## config.mk

```make
export PLATFORM = sky130hd
export DESIGN_NAME = ps2_mouse_packet_decoder_core
export DESIGN_NICKNAME = d
export VERILOG_FILES = /design/src/rtl/ps2mpd_pkg.sv /design/src/rtl/ps2_mouse_packet_decoder_core.sv /design/src/rtl/ps2mpd_assembler.sv /design/src/rtl/ps2mpd_decoder.sv
export SDC_FILE = /design/constraint.sdc
export NUM_CORES = 1
export LEC_CHECK = 0
export ABC_AREA = 1
export BUFFER_PORTS_ARGS = -buffer_cell sky130_fd_sc_hd__buf_2
export CAP_MARGIN = 20
export CORE_MARGIN = 1
export CORE_UTILIZATION = 51
export DETAILED_ROUTE_END_ITERATION = 12
export HOLD_SLACK_MARGIN = 0.02
export PLACE_DENSITY_LB_ADDON = 0.3
export SYNTH_ARGS = -nofsm -noshare
export SYNTH_HDL_FRONTEND = slang
export SYNTH_SLANG_ARGS = --single-unit
```

## constraint.sdc

```tcl
create_clock -name clk_i -period 2.15 [get_ports clk_i]
set_input_delay 0.43 -clock clk_i [delete_from_list [all_inputs] [get_ports clk_i]]
set_output_delay 0.43 -clock clk_i [all_outputs]
set_load 0.01 [all_outputs]
```

## src/rtl/ps2mpd_pkg.sv

```systemverilog
`timescale 1ns / 1ps
// ----------------------------------------------------------------------------
// ps2mpd_pkg
// Shared types and constants for the PS/2 mouse packet decoder.
// ----------------------------------------------------------------------------
package ps2mpd_pkg;

  // Configuration register indexes
  typedef enum logic {
    CFG_ENABLE     = 1'b0,
    CFG_WHEEL_MODE = 1'b1
  } cfg_idx_e;

  // Scroll direction codes
  typedef enum logic [1:0] {
    SCROLL_NONE = 2'd0,
    SCROLL_UP   = 2'd1,
    SCROLL_DOWN = 2'd2
  } scroll_e;

  // Button and delta widths, and bit positions in the first byte of a packet
  localparam int unsigned BtnW      = 3;
  localparam int unsigned SyncBit   = 3;
  localparam int unsigned XSignBit  = 4;
  localparam int unsigned YSignBit  = 5;
  localparam int unsigned XOvfBit   = 6;
  localparam int unsigned YOvfBit   = 7;
  localparam int unsigned DeltaW    = 9;

  // Packet lengths in bytes
  localparam logic [2:0] PktLenStd   = 3'd3;
  localparam logic [2:0] PktLenWheel = 3'd4;

  // A complete packet handed from the assembler to the decoder
  typedef struct packed {
    logic [7:0] head;
    logic [7:0] x_mag;
    logic [7:0] y_mag;
    scroll_e    scroll;
  } packet_t;

endpackage

```

## src/rtl/ps2_mouse_packet_decoder_core.sv

```systemverilog
`timescale 1ns / 1ps
// ----------------------------------------------------------------------------
// ps2_mouse_packet_decoder_core
// PS/2 mouse packet decoder: bytes in, button/movement/scroll items out.
// ----------------------------------------------------------------------------
// Accepts one received byte per cycle. Bytes are gathered into 3-byte packets
// (4 with wheel_mode) in a byte store; a finished packet sits in one register,
// is decoded combinationally and lands in the result register. A full result
// register stalls the input only once a second finished packet is waiting
// behind it. Packets that change nothing are dropped. Write configuration only
// while idle.
module ps2_mouse_packet_decoder_core (
  input  logic              clk_i,
  input  logic              rst_ni,
  // configuration
  input  logic              cfg_we_i,
  input  logic              cfg_idx_i,
  input  logic              cfg_data_i,
  // received bytes
  input  logic              rx_valid_i,
  output logic              rx_ready_o,
  input  logic [7:0]        rx_byte_i,
  // decoded items
  output logic              out_valid_o,
  input  logic              out_ready_i,
  output logic [2:0]        buttons_o,
  output logic signed [8:0] delta_x_o,
  output logic signed [8:0] delta_y_o,
  output logic [1:0]        scroll_o
);

  logic                enable_q;
  logic                wheel_mode_q;
  logic                pkt_valid;
  logic                pkt_take;
  ps2mpd_pkg::packet_t pkt;

  // Configuration registers
  always_ff @(posedge clk_i or negedge rst_ni) begin
    if (!rst_ni) begin
      enable_q     <= 1'b0;
      wheel_mode_q <= 1'b0;
    end else if (cfg_we_i) begin
      unique case (ps2mpd_pkg::cfg_idx_e'(cfg_idx_i))
        ps2mpd_pkg::CFG_ENABLE:     enable_q     <= cfg_data_i;
        ps2mpd_pkg::CFG_WHEEL_MODE: wheel_mode_q <= cfg_data_i;
        default: ;
      endcase
    end
  end

  ps2mpd_assembler u_assembler (
    .clk_i        (clk_i),
    .rst_ni       (rst_ni),
    .enable_i     (enable_q),
    .wheel_mode_i (wheel_mode_q),
    .rx_valid_i   (rx_valid_i),
    .rx_ready_o   (rx_ready_o),
    .rx_byte_i    (rx_byte_i),
    .pkt_take_i   (pkt_take),
    .pkt_valid_o  (pkt_valid),
    .pkt_o        (pkt)
  );

  ps2mpd_decoder u_decoder (
    .clk_i       (clk_i),
    .rst_ni      (rst_ni),
    .pkt_valid_i (pkt_valid),
    .pkt_i       (pkt),
    .pkt_take_o  (pkt_take),
    .out_valid_o (out_valid_o),
    .out_ready_i (out_ready_i),
    .buttons_o   (buttons_o),
    .delta_x_o   (delta_x_o),
    .delta_y_o   (delta_y_o),
    .scroll_o    (scroll_o)
  );

endmodule

```

## src/rtl/ps2mpd_assembler.sv

```systemverilog
`timescale 1ns / 1ps
// ----------------------------------------------------------------------------
// ps2mpd_assembler
// Gathers received bytes into packets and holds one finished packet.
// ----------------------------------------------------------------------------
module ps2mpd_assembler (
  input  logic                clk_i,
  input  logic                rst_ni,
  input  logic                enable_i,
  input  logic                wheel_mode_i,
  input  logic                rx_valid_i,
  output logic                rx_ready_o,
  input  logic [7:0]          rx_byte_i,
  input  logic                pkt_take_i,
  output logic                pkt_valid_o,
  output ps2mpd_pkg::packet_t pkt_o
);

  logic [1:0]          byte_idx_q, byte_idx_d;
  logic [7:0]          head_q, x_q, y_q;
  logic                pkt_valid_q, pkt_valid_d;
  ps2mpd_pkg::packet_t pkt_q;
  logic                accept;
  logic                use_byte;
  logic                last_byte;
  logic [2:0]          pkt_len;
  logic [2:0]          idx_next;
  ps2mpd_pkg::scroll_e scroll;

  // Free slot, or the held packet leaves this cycle
  assign rx_ready_o = !pkt_valid_q || pkt_take_i;
  assign accept     = rx_valid_i && rx_ready_o;

  // Drop bytes while disabled, and a packet start without the sync bit
  assign use_byte = accept && enable_i &&
                    !(byte_idx_q == 2'd0 && !rx_byte_i[ps2mpd_pkg::SyncBit]);

  assign pkt_len   = wheel_mode_i ? ps2mpd_pkg::PktLenWheel : ps2mpd_pkg::PktLenStd;
  assign idx_next  = {1'b0, byte_idx_q} + 3'd1;
  assign last_byte = !(idx_next < pkt_len);
  assign byte_idx_d = !use_byte ? byte_idx_q :
                      last_byte ? 2'd0 : idx_next[1:0];

  // Scroll from the wheel byte, only in wheel mode
  always_comb begin
    scroll = ps2mpd_pkg::SCROLL_NONE;
    if (wheel_mode_i) begin
      if (rx_byte_i[7]) begin
        scroll = ps2mpd_pkg::SCROLL_UP;
      end else if (rx_byte_i != 8'd0) begin
        scroll = ps2mpd_pkg::SCROLL_DOWN;
      end
    end
  end

  assign pkt_valid_d = (use_byte && last_byte) || (pkt_valid_q && !pkt_take_i);

  // Control state
  always_ff @(posedge clk_i or negedge rst_ni) begin
    if (!rst_ni) begin
      byte_idx_q  <= 2'd0;
      pkt_valid_q <= 1'b0;
    end else begin
      byte_idx_q  <= byte_idx_d;
      pkt_valid_q <= pkt_valid_d;
    end
  end

  // Packet byte store and finished packet register
  always_ff @(posedge clk_i) begin
    if (use_byte) begin
      case (byte_idx_q)
        2'd0:    head_q <= rx_byte_i;
        2'd1:    x_q    <= rx_byte_i;
        2'd2:    y_q    <= rx_byte_i;
        default: ;
      endcase
      if (last_byte) begin
        pkt_q.head   <= head_q;
        pkt_q.x_mag  <= x_q;
        // third byte completes a short packet directly
        pkt_q.y_mag  <= (byte_idx_q == 2'd2) ? rx_byte_i : y_q;
        pkt_q.scroll <= scroll;
      end
    end
  end

  assign pkt_valid_o = pkt_valid_q;
  assign pkt_o       = pkt_q;

  // A finished packet always starts with a synced byte
  a_head_sync: assert property (@(posedge clk_i) disable iff (!rst_ni)
    pkt_valid_q |-> pkt_q.head[ps2mpd_pkg::SyncBit])
    else $error("packet head without sync bit");

  // A held packet stays until the decoder takes it
  a_pkt_hold: assert property (@(posedge clk_i) disable iff (!rst_ni)
    pkt_valid_q && !pkt_take_i |=> pkt_valid_q && $stable(pkt_q))
    else $error("pending packet lost or changed");

endmodule

```

## src/rtl/ps2mpd_decoder.sv

```systemverilog
`timescale 1ns / 1ps
// ----------------------------------------------------------------------------
// ps2mpd_decoder
// Decodes a finished packet, filters unchanged events, holds the result.
// ----------------------------------------------------------------------------
module ps2mpd_decoder (
  input  logic                            clk_i,
  input  logic                            rst_ni,
  input  logic                            pkt_valid_i,
  input  ps2mpd_pkg::packet_t             pkt_i,
  output logic                            pkt_take_o,
  output logic                            out_valid_o,
  input  logic                            out_ready_i,
  output logic [ps2mpd_pkg::BtnW-1:0]     buttons_o,
  output logic signed [ps2mpd_pkg::DeltaW-1:0] delta_x_o,
  output logic signed [ps2mpd_pkg::DeltaW-1:0] delta_y_o,
  output logic [1:0]                      scroll_o
);

  logic                              out_valid_q, out_valid_d;
  logic [ps2mpd_pkg::BtnW-1:0]       last_btn_q;
  logic [ps2mpd_pkg::BtnW-1:0]       btn_q;
  logic [ps2mpd_pkg::DeltaW-1:0]     dx_q, dy_q;
  ps2mpd_pkg::scroll_e               scroll_q;
  logic [ps2mpd_pkg::BtnW-1:0]       btn;
  logic [ps2mpd_pkg::DeltaW-1:0]     dx, dy;
  logic                              emit;
  logic                              load;

  // Sign extension; a zero magnitude stays zero, overflow forces zero
  function automatic logic [ps2mpd_pkg::DeltaW-1:0] ext_delta(
    input logic [7:0] mag,
    input logic       sign,
    input logic       ovf
  );
    logic [ps2mpd_pkg::DeltaW-1:0] v;
    v = {sign && (mag != 8'd0), mag};
    if (ovf) begin
      v = '0;
    end
    return v;
  endfunction

  assign btn = pkt_i.head[ps2mpd_pkg::BtnW-1:0];
  assign dx  = ext_delta(pkt_i.x_mag, pkt_i.head[ps2mpd_pkg::XSignBit],
                         pkt_i.head[ps2mpd_pkg::XOvfBit]);
  assign dy  = ext_delta(pkt_i.y_mag, pkt_i.head[ps2mpd_pkg::YSignBit],
                         pkt_i.head[ps2mpd_pkg::YOvfBit]);

  // Report only when something changed or moved
  assign emit = (btn != last_btn_q) || (dx != '0) || (dy != '0) ||
                (pkt_i.scroll != ps2mpd_pkg::SCROLL_NONE);

  // A packet that yields nothing is always taken
  assign pkt_take_o  = !out_valid_q || out_ready_i || !emit;
  assign load        = pkt_valid_i && emit && pkt_take_o;
  assign out_valid_d = load ? 1'b1 : (out_ready_i ? 1'b0 : out_valid_q);

  // Control state
  always_ff @(posedge clk_i or negedge rst_ni) begin
    if (!rst_ni) begin
      out_valid_q <= 1'b0;
      last_btn_q  <= '0;
    end else begin
      out_valid_q <= out_valid_d;
      if (load) begin
        last_btn_q <= btn;
      end
    end
  end

  // Result register
  always_ff @(posedge clk_i) begin
    if (load) begin
      btn_q    <= btn;
      dx_q     <= dx;
      dy_q     <= dy;
      scroll_q <= pkt_i.scroll;
    end
  end

  assign out_valid_o = out_valid_q;
  assign buttons_o   = btn_q;
  assign delta_x_o   = dx_q;
  assign delta_y_o   = dy_q;
  assign scroll_o    = scroll_q;

  // Button history tracks the last reported item
  a_last_btn: assert property (@(posedge clk_i) disable iff (!rst_ni)
    out_valid_q |-> last_btn_q == btn_q)
    else $error("button history out of step with result");

  // A negative delta never has a zero magnitude
  a_dx_neg: assert property (@(posedge clk_i) disable iff (!rst_ni)
    out_valid_q && dx_q[ps2mpd_pkg::DeltaW-1] |-> dx_q[7:0] != 8'd0)
    else $error("negative zero on delta_x");

  a_dy_neg: assert property (@(posedge clk_i) disable iff (!rst_ni)
    out_valid_q && dy_q[ps2mpd_pkg::DeltaW-1] |-> dy_q[7:0] != 8'd0)
    else $error("negative zero on delta_y");

endmodule
```

==> results.tsv <==
stage	metric	value	unit
status	status	complete, but fails checks	
status	violations	design-rule violations	
cts	clkTransAtPathRegs	0.08	ns
layout	fin_nets	316	
detailed_routing	vias	1837	
yosys	yosys.area.top_type_share	68.8	%
power_and_ir_drop	p_leak	1.60	nW
place	gp_congestion	0.773	
cts	tritoncts	yes	
setup_path	crit_path_start	u_assembler.pkt_o[25]	
detailed_routing	antenna_left	0	
yosys	ys_ff_latch	80	
global_route	grt_max_degree	26	
detailed_routing	drt_wl_total	5350	microns
setup_path	critPathSlowestCell	edfxtp_1	
power_and_ir_drop	power_density	1090	nW/um^2
power_and_ir_drop	p_switching	1.22	mW
power_and_ir_drop	power_frac_clock	22.9	%
setup_path	crit_chain	buf_6 -> nor2_4 -> nor2_2 -> nand2_2 -> nor2_4 -> nand3_2 -> nand3_4 -> buf_6 -> buf_6	
setup_path	cp_top_family	simple AND/OR/NAND/NOR gates	
layout	antennaDiodeCount	0	
setup_path	critPathLaunchType	register	
setup_path	slowest_delay	0.41	ns
yosys	async_flop_share	11.3	%
detailed_routing	viasPerCell	4.90	
yosys	yosys_most_used_dff	edfxtp_1	
place	io_buffers	39	
detailed_routing	first_pass_iters	8	
yosys	synth_area_per_cell	13.5	sq um
sta	fin_skew	0.00865	ns
floorplan	start_util	52.6	%
place	dp_hpwl	3570	microns
cts	clockRootBuffer	clkbuf_8	
setup_path	critPathCaptureType	primary output	
sta	setup-violations-final	0	
floorplan	core_area	5890	sq um
setup_path	path_class	reg -> out	
cts	htreeDepth	3	
cts	clock_latency	0.34	ns
hold_path	hp-start	cfg_idx_i	
detailed_routing	post_drt_wl_per_cell	14.3	microns
yosys	synth_area	3100	sq um
global_route	grtUsageTotal	18.5	%
power_and_ir_drop	p_int	2.90	mW
layout	final_common_cell	edfxtp_1	
sta	relSlewSlack	72.1	%
global_route	grt-ovfl-total	0	
yosys	ys_warn_count	0	
power_and_ir_drop	combPwrFrac	24.2	%
floorplan	die_h	79.9	microns
layout	utilization	64.5	%
setup_path	cp.arrival	1.71	ns
layout	area_growth	22.5	%
power_and_ir_drop	seq_power_share	52.8	%
layout	fin_cells	375	
yosys	yosysSeqAreaShare	76.1	%
layout	postLayoutCellArea	3790	sq um
setup_path	cp_max_fo	4	
yosys	yosys.area.top_type	edfxtp_1	
sta	rsz0062_at_grt	true	
detailed_routing	drt_iter0_markers	74	
floorplan	ios	40	
global_route	grt_pass1_wl	8490	microns
sta	drv_slew	0	
setup_path	worstPathRequired	1.72	ns
yosys	syn_nets	251	
cts	cts.sinks	80	
layout	mostFrequentLayoutCells	edfxtp_1, inv_1, buf_2	
detailed_routing	drc	1	
setup_path	worstReg2RegStart	u_assembler.pkt_o[25]	
sta	setup_tns	0	ns
floorplan	rows	28	
power_and_ir_drop	total_power	4.12	mW
cts	clockBufferDepth	2	
yosys	syn_inst	230	
power_and_ir_drop	peakVddDrop	473	uV
floorplan	die_area	6390	sq um
yosys	netlist_top_cells_area	edfxtp_1, dfrtp_1, inv_1, nand2_1, nor2_1	
global_route	grt_pass1_vias	1887	
run	drv_cap	0	
place	placed_cell_area	3490	sq um
floorplan	die_x	79.9	microns
sta	max_freq	468	MHz
sta	hold_viol	0	
hold_path	hold_path_class	in -> reg	
sta	finalCritPeriodShare	99.5	%
yosys	synth_edf_count	71	
cts	cts_buffers	9	
sta	fin_crit	2.14	ns
setup_path	cpMostUsedCell	buf_6	
layout	drive_above_1_share	32.0	%
yosys	yosysUniqueCellTypes	23	
setup_path	path_buf_inv	3	
power_and_ir_drop	p_sw_share	29.5	%
global_route	grt_antenna_before_repair	0	
sta	tightest_slew	0.416	ns
place	dp_cells	355	
layer usage:
metal  routed length, microns  up-vias  track usage (%)
met5                        0        -                0
met4                      106        0             8.39
met3                      237       11             6.40
met2                     2720       48             30.7
met1                     2290      875             21.7
li1                         -      903                -
path summary, 6_finish.rpt:
kind,to,slack (ns),cells past startpoint
setup reg to reg,u_assembler.head_q[5],0.17,11
setup / recovery,rx_ready_o,0.01,9
min in group asynchronous,u_decoder.last_btn_q[2],0.47,2
hold reg to reg,u_assembler.pkt_o[19],0.41,0
max in group asynchronous,u_assembler.pkt_valid_o,1.48,2
hold / removal,wheel_mode_q,0.30,2
repair_timing:
action / in CTS / in global routing
gates resized for setup: 8 / 20
setup buffers: 2 / 0
pin swaps: 2 / 5
endpoints found under the setup margin: 26 / 26
gates cloned: 0 / 1
hold endpoints to repair: 9 / 0
hold buffers: 1 / 0
synth_stat cells, types with 3 or more instances:
cell	number
nand2_1	37
dfrtp_1	9
a21oi_1	7
nor4_1	4
ha_1	6
nand3_1	3
a31oi_1	3
nor2_1	29
inv_1	41
edfxtp_1	71
mux2_2	4
worst register-to-register path: stages, from the launching register on:
cell and delay, ns:
edfxtp_1 0.41, buf_6 0.16, nor2_4 0.05, nor2_2 0.13, nand2_2 0.08, nor2_4 0.13, nand3_2 0.10, nand3_4 0.10
nand2_4 0.08, buf_4 0.16, nor2_1 0.09, buf_4 0.19
final cells by class:
| cell class | instances | area (sq um) |
|---|---|---|
| Inverter | 42 | 158 |
| Multi-Input combinational cell | 107 | 669 |
| Fill cell | 452 | 2090 |
| Sequential cell | 80 | 2360 |
| Clock inverter | 4 | 22.5 |
| Timing Repair Buffer | 55 | 348 |
| Clock buffer | 12 | 145 |
| Tap cell | 75 | 93.8 |
cells by family (layout without fill, tap and decap cells):
| logic type | count (synthesis) | in the layout | share of synthesized area [%] |
|---|---|---|---|
| AO/OA/AOI/OAI | 13 | 13 | 2.34 |
| XOR/XNOR | 1 | 1 | 0.283 |
| adder cells (fa/ha/maj) | 6 | 6 | 2.42 |
| buffers and inverters | 44 | 113 | 5.58 |
| flip-flops | 80 | 80 | 76.1 |
| multiplexers | 4 | 4 | 1.45 |
| AND/OR/NAND/NOR | 82 | 83 | 11.8 |
through the flow:
| step | worst slack (ns) | hold slack (ns) |
|---|---|---|
| finish | 0.0110 | 0.303 |
| global route | -0.0947 | 0.276 |
| CTS | -0.00977 | 0.287 |
| detailed placement | -0.0456 | 0.303 |
| global placement | 0.0460 | 0.297 |
| floorplan | 0.125 | 0.134 |
power groups by stage:
stage / clock network, mW / logic (mW) / registers [mW]
5_1_grt: 1.03 / 1.12 / 2.20
2_1_floorplan: 0 / 0.495 / 2.23
3_3_place_gp: 0 / 0.815 / 2.20
4_1_cts: 0.961 / 0.929 / 2.18
6_report: 0.944 / 0.998 / 2.18
3_5_place_dp: 0 / 0.850 / 2.21
flip-flops by register name, summed over array words and instances, names as in the netlist:
name,flops
u_assembler.pkt_o,25
enable_q,1
u_assembler.head_q,7
wheel_mode_q,1
u_decoder.last_btn_q,3
u_assembler.y_q,8
u_decoder.scroll_o,2
u_decoder.delta_y_o,9
u_decoder.delta_x_o,9
u_assembler.x_q,8
u_assembler.pkt_valid_o,1
u_assembler.byte_idx_q,2
u_decoder.out_valid_o,1
u_decoder.buttons_o,3
No activity file was read; power rests on OpenSTA's default activity.
